$ cat src/rtl/assert_macros.svh
// assertion helpers, all checks sample on clk and are off during rst
`ifndef ASSERT_MACROS_SVH
`define ASSERT_MACROS_SVH

`ifndef NO_ASSERTIONS

`define ASSERT_ALWAYS(label, cond, msg) \
  label: assert property (@(posedge clk) disable iff (rst) (cond)) else $error(msg);

`define ASSERT_NEXT(label, ante, cons, msg) \
  label: assert property (@(posedge clk) disable iff (rst) (ante) |=> (cons)) else $error(msg);

`else

`define ASSERT_ALWAYS(label, cond, msg)

`define ASSERT_NEXT(label, ante, cons, msg)

`endif

`endif

$ cat src/rtl/lfcg_pkg.sv
`timescale 1ns / 1ps

package lfcg_pkg;

  localparam int unsigned MAX_TEXT_LENGTH = 4096;

  localparam int unsigned BYTE_W        = 8;
  localparam int unsigned CNT_W         = 13;
  localparam int unsigned LETTER_W      = 5;
  localparam int unsigned KIND_W        = 2;
  localparam int unsigned NUM_LETTERS   = 26;
  localparam int unsigned CNT_MAX       = 8191;
  localparam int unsigned TARGET_LETTER = 4;

  typedef enum logic [KIND_W-1:0] {
    KIND_UNKNOWN = 2'd0,
    KIND_CAESAR  = 2'd1,
    KIND_BASE64  = 2'd2
  } kind_t;

  function automatic logic is_upper(input logic [BYTE_W-1:0] b);
    return (b >= 8'h41) && (b <= 8'h5a);
  endfunction

  function automatic logic is_lower(input logic [BYTE_W-1:0] b);
    return (b >= 8'h61) && (b <= 8'h7a);
  endfunction

  function automatic logic is_base64(input logic [BYTE_W-1:0] b);
    logic digit;
    digit = (b >= 8'h30) && (b <= 8'h39);
    return is_upper(b) || is_lower(b) || digit ||
           (b == 8'h2b) || (b == 8'h2f) || (b == 8'h3d);
  endfunction

endpackage

$ cat src/rtl/lfcg_if.sv
`timescale 1ns / 1ps

interface lfcg_in_if;
  logic                         valid;
  logic                         ready;
  logic [lfcg_pkg::BYTE_W-1:0]  text_byte;
  logic                         last_byte;
  logic                         empty_text;

  modport source (output valid, text_byte, last_byte, empty_text, input ready);
  modport sink   (input valid, text_byte, last_byte, empty_text, output ready);
endinterface

interface lfcg_out_if;
  logic                           valid;
  logic                           ready;
  logic [lfcg_pkg::LETTER_W-1:0]  guessed_shift;
  logic [lfcg_pkg::KIND_W-1:0]    detected_kind;
  logic [lfcg_pkg::LETTER_W-1:0]  top_letter;
  logic [lfcg_pkg::CNT_W-1:0]     top_count;

  modport source (output valid, guessed_shift, detected_kind, top_letter, top_count,
                  input ready);
  modport sink   (input valid, guessed_shift, detected_kind, top_letter, top_count,
                  output ready);
endinterface

$ cat src/rtl/letter_frequency_cipher_guesser.sv
`timescale 1ns / 1ps

// Letter frequency cipher guesser. Text streams in one byte per transfer with last_byte on
// the final byte, or as a single empty_text transfer for a zero-length text (empty_text
// after some bytes closes the text without adding a byte). Letters are counted case-blind
// in 26 saturating counters, the length saturates at the smaller of MAX_TEXT_LENGTH and
// 8191, and every byte is checked against the base64 alphabet. Each closed text gives one
// result: top letter (lowest index on ties), its count, the shift mapping it onto E, and
// a class (2 base64, 1 probable Caesar, 0 unknown); all per-text state is then cleared.
// Throughput is one byte per clock, set by the single counter increment and running
// maximum update done per byte in the stage after the input register. A result is
// written to the output register when its closing item leaves the input register. The input
// side only stalls when a closing item meets a result that has not yet been taken.

`include "assert_macros.svh"

module letter_frequency_cipher_guesser #(
  parameter int unsigned MAX_TEXT_LENGTH = lfcg_pkg::MAX_TEXT_LENGTH
) (
  input  logic            clk,
  input  logic            rst,
  lfcg_in_if.sink         text_in,
  lfcg_out_if.source      result_out
);

  localparam int unsigned CW  = lfcg_pkg::CNT_W;
  localparam int unsigned LW  = lfcg_pkg::LETTER_W;
  localparam int unsigned BW  = lfcg_pkg::BYTE_W;
  localparam int unsigned NL  = lfcg_pkg::NUM_LETTERS;
  localparam int unsigned LIMIT_INT =
    (MAX_TEXT_LENGTH < lfcg_pkg::CNT_MAX) ? MAX_TEXT_LENGTH : lfcg_pkg::CNT_MAX;
  localparam logic [CW-1:0] LIMIT      = CW'(LIMIT_INT);
  localparam logic [LW-1:0] TARGET     = LW'(lfcg_pkg::TARGET_LETTER);
  localparam logic [LW-1:0] WRAP_SHIFT = LW'(lfcg_pkg::NUM_LETTERS - lfcg_pkg::TARGET_LETTER);

  // input register
  logic          s1_valid;
  logic [BW-1:0] s1_byte;
  logic          s1_last;
  logic          s1_empty;

  // per-text state
  logic [CW-1:0] counts [NL];
  logic [CW-1:0] text_len;
  logic          all_b64;
  logic [LW-1:0] top_letter;
  logic [CW-1:0] top_cnt;

  // result register
  logic                  out_valid;
  logic [LW-1:0]         res_shift;
  lfcg_pkg::kind_t       res_kind;
  logic [LW-1:0]         res_letter;
  logic [CW-1:0]         res_cnt;

  logic s1_end, out_free, s1_fire, in_fire, take, emit;
  logic is_up, is_lo, is_letter;
  logic [BW-1:0] up_off, lo_off;
  logic [LW-1:0] idx;
  logic [CW-1:0] cur_cnt, inc_cnt;
  logic [CW-1:0] text_len_next, top_cnt_next;
  logic [LW-1:0] top_letter_next;
  logic          all_b64_next, upd;
  logic [CW+2:0] five_top;
  lfcg_pkg::kind_t kind_next;
  logic [LW-1:0]   shift_next;
  logic            text_cleared;

  assign s1_end   = s1_empty | s1_last;
  assign out_free = !out_valid || result_out.ready;
  assign s1_fire  = s1_valid && (!s1_end || out_free);
  assign emit     = s1_fire && s1_end;
  assign take     = s1_fire && !s1_empty;

  assign text_in.ready = !s1_valid || s1_fire;
  assign in_fire       = text_in.valid && text_in.ready;

  always_ff @(posedge clk) begin
    if (rst) begin
      s1_valid <= 1'b0;
    end else if (text_in.ready) begin
      s1_valid <= text_in.valid;
    end
  end

  always_ff @(posedge clk) begin
    if (in_fire) begin
      s1_byte  <= text_in.text_byte;
      s1_last  <= text_in.last_byte;
      s1_empty <= text_in.empty_text;
    end
  end

  always_comb begin
    is_up     = lfcg_pkg::is_upper(s1_byte);
    is_lo     = lfcg_pkg::is_lower(s1_byte);
    is_letter = is_up || is_lo;
    up_off    = s1_byte - 8'h41;
    lo_off    = s1_byte - 8'h61;
    if (is_up) begin
      idx = up_off[LW-1:0];
    end else if (is_lo) begin
      idx = lo_off[LW-1:0];
    end else begin
      idx = '0;
    end

    cur_cnt = counts[idx];
    inc_cnt = (cur_cnt < LIMIT) ? cur_cnt + 1'b1 : cur_cnt;

    text_len_next = (take && (text_len < LIMIT)) ? text_len + 1'b1 : text_len;
    all_b64_next  = all_b64 & (!take | lfcg_pkg::is_base64(s1_byte));

    // a saturated count can still take the lead from a higher index on a tie
    upd = take && is_letter &&
          ((inc_cnt > top_cnt) || ((inc_cnt == top_cnt) && (idx < top_letter)));
    top_cnt_next    = upd ? inc_cnt : top_cnt;
    top_letter_next = upd ? idx : top_letter;

    // top > len/5 is the same as 5*top > len
    five_top = {top_cnt_next, 2'b00} + {3'b000, top_cnt_next};
    if ((text_len_next[1:0] == 2'b00) && all_b64_next) begin
      kind_next = lfcg_pkg::KIND_BASE64;
    end else if (five_top > {3'b000, text_len_next}) begin
      kind_next = lfcg_pkg::KIND_CAESAR;
    end else begin
      kind_next = lfcg_pkg::KIND_UNKNOWN;
    end

    shift_next = (top_letter_next >= TARGET) ? top_letter_next - TARGET
                                             : top_letter_next + WRAP_SHIFT;
  end

  always_ff @(posedge clk) begin
    if (rst || emit) begin
      for (int i = 0; i < NL; i++) begin
        counts[i] <= '0;
      end
      text_len   <= '0;
      all_b64    <= 1'b1;
      top_letter <= '0;
      top_cnt    <= '0;
    end else if (take) begin
      if (is_letter) begin
        counts[idx] <= inc_cnt;
      end
      text_len   <= text_len_next;
      all_b64    <= all_b64_next;
      top_letter <= top_letter_next;
      top_cnt    <= top_cnt_next;
    end
  end

  always_ff @(posedge clk) begin
    if (rst) begin
      out_valid <= 1'b0;
    end else if (emit) begin
      out_valid <= 1'b1;
    end else if (result_out.ready) begin
      out_valid <= 1'b0;
    end
  end

  always_ff @(posedge clk) begin
    if (emit) begin
      res_shift  <= shift_next;
      res_kind   <= kind_next;
      res_letter <= top_letter_next;
      res_cnt    <= top_cnt_next;
    end
  end

  assign result_out.valid         = out_valid;
  assign result_out.guessed_shift = res_shift;
  assign result_out.detected_kind = res_kind;
  assign result_out.top_letter    = res_letter;
  assign result_out.top_count     = res_cnt;

  assign text_cleared = (text_len == '0) && (top_cnt == '0) && all_b64 && (top_letter == '0);

  `ASSERT_ALWAYS(a_no_overwrite, !(out_valid && !result_out.ready && emit), "result overwritten")
  `ASSERT_NEXT(a_clear_after_text, emit, text_cleared, "text state not cleared")
  `ASSERT_ALWAYS(a_top_within_len, (top_cnt <= text_len) && (top_letter < LW'(NL)), "top range")

endmodule

$ cat src/flat_wrapper.sv
// flat-port wrapper written by rule: the top's interface ports become plain ports
module letter_frequency_cipher_guesser_flat 
#(
  parameter int unsigned MAX_TEXT_LENGTH = lfcg_pkg::MAX_TEXT_LENGTH
)
  (clk, rst, text_in_valid, text_in_text_byte, text_in_last_byte, text_in_empty_text, text_in_ready, result_out_valid, result_out_guessed_shift, result_out_detected_kind, result_out_top_letter, result_out_top_count, result_out_ready);
  lfcg_in_if text_in_i ();
  lfcg_out_if result_out_i ();
  input  logic clk;
  input  logic rst;
  input wire logic [$bits(text_in_i.valid)-1:0] text_in_valid;
  input wire logic [$bits(text_in_i.text_byte)-1:0] text_in_text_byte;
  input wire logic [$bits(text_in_i.last_byte)-1:0] text_in_last_byte;
  input wire logic [$bits(text_in_i.empty_text)-1:0] text_in_empty_text;
  output wire logic [$bits(text_in_i.ready)-1:0] text_in_ready;
  output wire logic [$bits(result_out_i.valid)-1:0] result_out_valid;
  output wire logic [$bits(result_out_i.guessed_shift)-1:0] result_out_guessed_shift;
  output wire logic [$bits(result_out_i.detected_kind)-1:0] result_out_detected_kind;
  output wire logic [$bits(result_out_i.top_letter)-1:0] result_out_top_letter;
  output wire logic [$bits(result_out_i.top_count)-1:0] result_out_top_count;
  input wire logic [$bits(result_out_i.ready)-1:0] result_out_ready;
  assign text_in_i.valid = text_in_valid;
  assign text_in_i.text_byte = text_in_text_byte;
  assign text_in_i.last_byte = text_in_last_byte;
  assign text_in_i.empty_text = text_in_empty_text;
  assign text_in_ready = text_in_i.ready;
  assign result_out_valid = result_out_i.valid;
  assign result_out_guessed_shift = result_out_i.guessed_shift;
  assign result_out_detected_kind = result_out_i.detected_kind;
  assign result_out_top_letter = result_out_i.top_letter;
  assign result_out_top_count = result_out_i.top_count;
  assign result_out_i.ready = result_out_ready;
  letter_frequency_cipher_guesser #(.MAX_TEXT_LENGTH(MAX_TEXT_LENGTH)) u_core (.clk(clk), .rst(rst), .text_in(text_in_i), .result_out(result_out_i));
endmodule
$ cat config.mk
export PLATFORM = sky130hd
export DESIGN_NAME = letter_frequency_cipher_guesser_flat
export DESIGN_NICKNAME = d
export VERILOG_FILES = /design/src/rtl/lfcg_pkg.sv /design/src/rtl/lfcg_if.sv /design/src/rtl/letter_frequency_cipher_guesser.sv /design/src/flat_wrapper.sv
export VERILOG_INCLUDE_DIRS = /design/src /design/src/rtl
export SDC_FILE = /design/constraint.sdc
export NUM_CORES = 1
export LEC_CHECK = 0
export BUFFER_PORTS_ARGS = -buffer_cell sky130_fd_sc_hd__buf_4
export CORE_ASPECT_RATIO = 1.75
export CORE_MARGIN = 3
export CORE_UTILIZATION = 65
export CTS_BUF_LIST = sky130_fd_sc_hd__clkbuf_2
export DETAILED_ROUTE_END_ITERATION = 16
export PLACE_DENSITY = 0.82
export SYNTH_ARGS = -nofsm -noshare
export SYNTH_HDL_FRONTEND = slang
export SYNTH_SLANG_ARGS = --single-unit
$ cat constraint.sdc
create_clock -name clk -period 13.46 [get_ports clk]
set_clock_uncertainty 0.15 [all_clocks]
set_input_delay 2.019 -clock clk [delete_from_list [all_inputs] [get_ports clk]]
set_output_delay 2.019 -clock clk [all_outputs]
set_load 0.02 [all_outputs]
==> run summary <==
Worst-skew pair later-pin latency - 1120 ps
Largest cells by area after synthesis - edfxtp_1 59%, nor2_1 7.5%, dfxtp_1 3.0%
Htree depth - 3
I/O pin cnt - 41
Worst Reg-to-Reg Cells - 42
Syn_area_per_cell - 11.55 um2
Synth area leader - edfxtp_1
Status - completed
Layout fillers - 2,445
Asr flop ratio synth - 0%
Crit path required time - 14,090 ps
Power Density - 130.2 nW/um2
Comb pwr share - 15.2%
Area occupied by multi-input gates - 7991 um2
Final ANT Viol Nets - 0
Die W - 147.7 um
Seq/Total Area, Yosys - 62.15%
Most frequent CP cell - inv_1
RSZ-0062 raised after global routing - false
Min Hold Slack - 347.2 ps
Fraction of layout cells with a size suffix above 1 - 15.10%
EDFF count, synth - 450
Yosys top cell area share - 59.17%
Slowest cell on the critical path - a2111oi_0
Worst rel slew slack - 3.031%
Worst VDD drop - 0.00008842 V
Worst-path clk slew - 120 ps
Post-Syn Instances - 1,978
Crit path time final - 12,220 ps
Setup CP Type - register to register
Most numerous cell in the Yosys netlist - nor2_1
CTS tree - done
Initial Utilization - 66.06%
Largest net degree at the start of global routing - 83
Setup violations, final - 0
Max Transition Viols Final - 0
Area Growth Syn to Fin - 7.911%
Slew of the pin with the lowest slew margin - 1455 ps
Core Region - 34,570 um2
Internal - 2.261 mW
Sink Count - 484
Yosys Warn Count - 0
Max clock buf depth - 3
Clk pwr share - 30.9%
RR Endpoint - u_core.result_out.detected_kind[0]
Max-Cap Viols - 0
Period utilisation layout - 90.77%
Worst Setup EP - u_core.result_out.detected_kind[0]
Worst r2r src - u_core.s1_byte[1]
CP Max Fanout - 42
Post-DP HPWL - 45,730 um
Final hold violations - 0
Syn Nets - 2,043
Crit. Startpoint - u_core.s1_byte[1]
CTS resizes - 0
DRC violations left - 0
First-pass DRT Iterations - 6
Sequential cell area - 14,190 um2
CP max stage delay - 920 ps
Post-synth top flop - edfxtp_1
Gr ovfl total - 0
Flop2flop setup slack - 1240 ps
Cts hold-fix bufs - 0
Post-CTS setup buffer count - 0
CP Data Arrival Time - 12,850 ps
Initial antenna violation count - 2
Post-synth top cells - 457 x nor2_1, 450 x edfxtp_1, 117 x nand2_1
Final WL - 69,360 um
Routed wire per std cell - 27.07 um
Crit path capture type - register
Final nets - 2,084
Critical Path Start Type - register
GRT Total Usage - 36.99%
Row count - 90
Initial DRC count - 2,504
Hold WC Path Type - register to register
DIE HEIGHT - 254.0 um
Die area - 37,510 um2
Setup TNS Final - 0 ps
Netlist cell types - 88
Gpl congestion - 1.000
Routed vias - 17,320
Mapped Area - 22,840 um2
Sw frac - 29.55%
Sequential share of power - 54.0%
First-pass GRT wire length - 102,100 um
IO buf count - 40
Number of synthesized register bits - 484
Fmax achieved - 0.08185 GHz
Vias per inst - 6.759
Total CTS buffers - 101
Psw - 948.5 uW
Lkg Pwr - 9.429 nW
Root Buffer - clkbuf_2
Vias in the first global route - 16,980
## cell type report
cell class | count | area share (%)
Multi-Input combinational cell | 1296 | 32.43
Clock inverter | 42 | 1.447
Sequential cell | 484 | 57.59
Tap cell | 460 | 2.335
Antenna cell | 2 | 0.02031
Timing Repair Buffer | 77 | 2.396
Clock buffer | 142 | 2.884
Inverter | 59 | 0.8986
## per-stage QoR
stage          area (um2)  utilization, %  setup WS [ps]  instances  power (mW)
2_1_floorplan       22840               -           2057       1978       2.039
3_3_place_gp        23570           68.19           1955       2376       2.225
3_5_place_dp        23570           68.19           1739       2376       2.234
4_1_cts             24640           71.27           1615       2560       3.191
5_1_grt             24640           71.29          478.9       2562       3.293
6_report            24640           71.29           1242       2562       3.210
## cell usage in the layout, fill, tap and decap left out, types with 13 or more instances in the layout
| cell | n |
|---|---|
| inv_1 | 57 |
| clkbuf_2 | 142 |
| ha_1 | 50 |
| and2_1 | 28 |
| nand2_1 | 117 |
| mux2i_1 | 64 |
| clkinv_1 | 25 |
| mux2_2 | 37 |
| nor3_1 | 13 |
| o22ai_1 | 71 |
| a22oi_1 | 14 |
| nor2_1 | 455 |
| a2bb2oi_1 | 40 |
| nand3_1 | 15 |
| buf_4 | 76 |
| o21ai_0 | 65 |
| xor2_1 | 16 |
| a21oi_1 | 82 |
| dfxtp_1 | 34 |
| edfxtp_1 | 450 |
## per-layer routing
metal / global-route usage (%) / wire length (um)
met2: 62.11 / 34300
met1: 40.71 / 21160
met3: 7.136 / 6861
met5: 0 / 0
met4: 30.10 / 7033
## power by group through the flow
stage / Sequential [mW] / Combinational [mW] / Clock [mW]
floorplan: 1.76 / 0.278 / 0
global route: 1.74 / 0.502 / 1.05
global placement: 1.76 / 0.462 / 0
CTS: 1.73 / 0.470 / 0.989
finish: 1.73 / 0.486 / 0.991
detailed placement: 1.77 / 0.469 / 0
## sequential cells by signal, summed over array words and instances, names as in the netlist
register,cells
u_core.result_out.top_letter,5
u_core.top_cnt,13
u_core.result_out.guessed_shift,4
u_core.counts,416
u_core.s1_byte,8
u_core.s1_last,1
u_core.result_out.top_count,13
u_core.top_letter,5
u_core.all_b64,1
u_core.result_out.detected_kind,2
u_core.text_len,13
u_core.s1_empty,1
u_core.s1_valid,1
u_core.result_out.valid,1
## worst max-delay path, delay by kind of cell (launching register included)
kind / cells / cell delay (ps)
DFF: 1 / 530
AOI/OAI and AO/OA: 18 / 5080
xor gates and xnor gates: 1 / 180
buffers and inverters: 8 / 1880
and+or+nand+nor: 11 / 2800
adders and majority gates: 4 / 1280
## cell families after synthesis
logic type / Yosys count / share of synthesized area (%)
mux: 102 / 4.673
xor+xnor: 38 / 1.539
buf+inv: 198 / 3.621
compound gates: 393 / 11.76
flops: 484 / 62.15
simple gates: 712 / 13.46
fa+ha+maj: 51 / 2.794
## how the worst min path moves through the flow
| stage | from | endpoint | slack (ps) | cells past startpoint |
|---|---|---|---|---|
| 4_1_cts | u_core.all_b64 | u_core.all_b64 | 350 | 2 |
| 3_5_place_dp | u_core.all_b64 | u_core.all_b64 | 330 | 2 |
| 5_1_grt | u_core.all_b64 | u_core.all_b64 | 380 | 2 |
| 6_report | u_core.all_b64 | u_core.all_b64 | 350 | 2 |
| 2_1_floorplan | u_core.all_b64 | u_core.all_b64 | 310 | 2 |
| 3_3_place_gp | u_core.all_b64 | u_core.all_b64 | 330 | 2 |
Power figures use the tool's default switching activity.
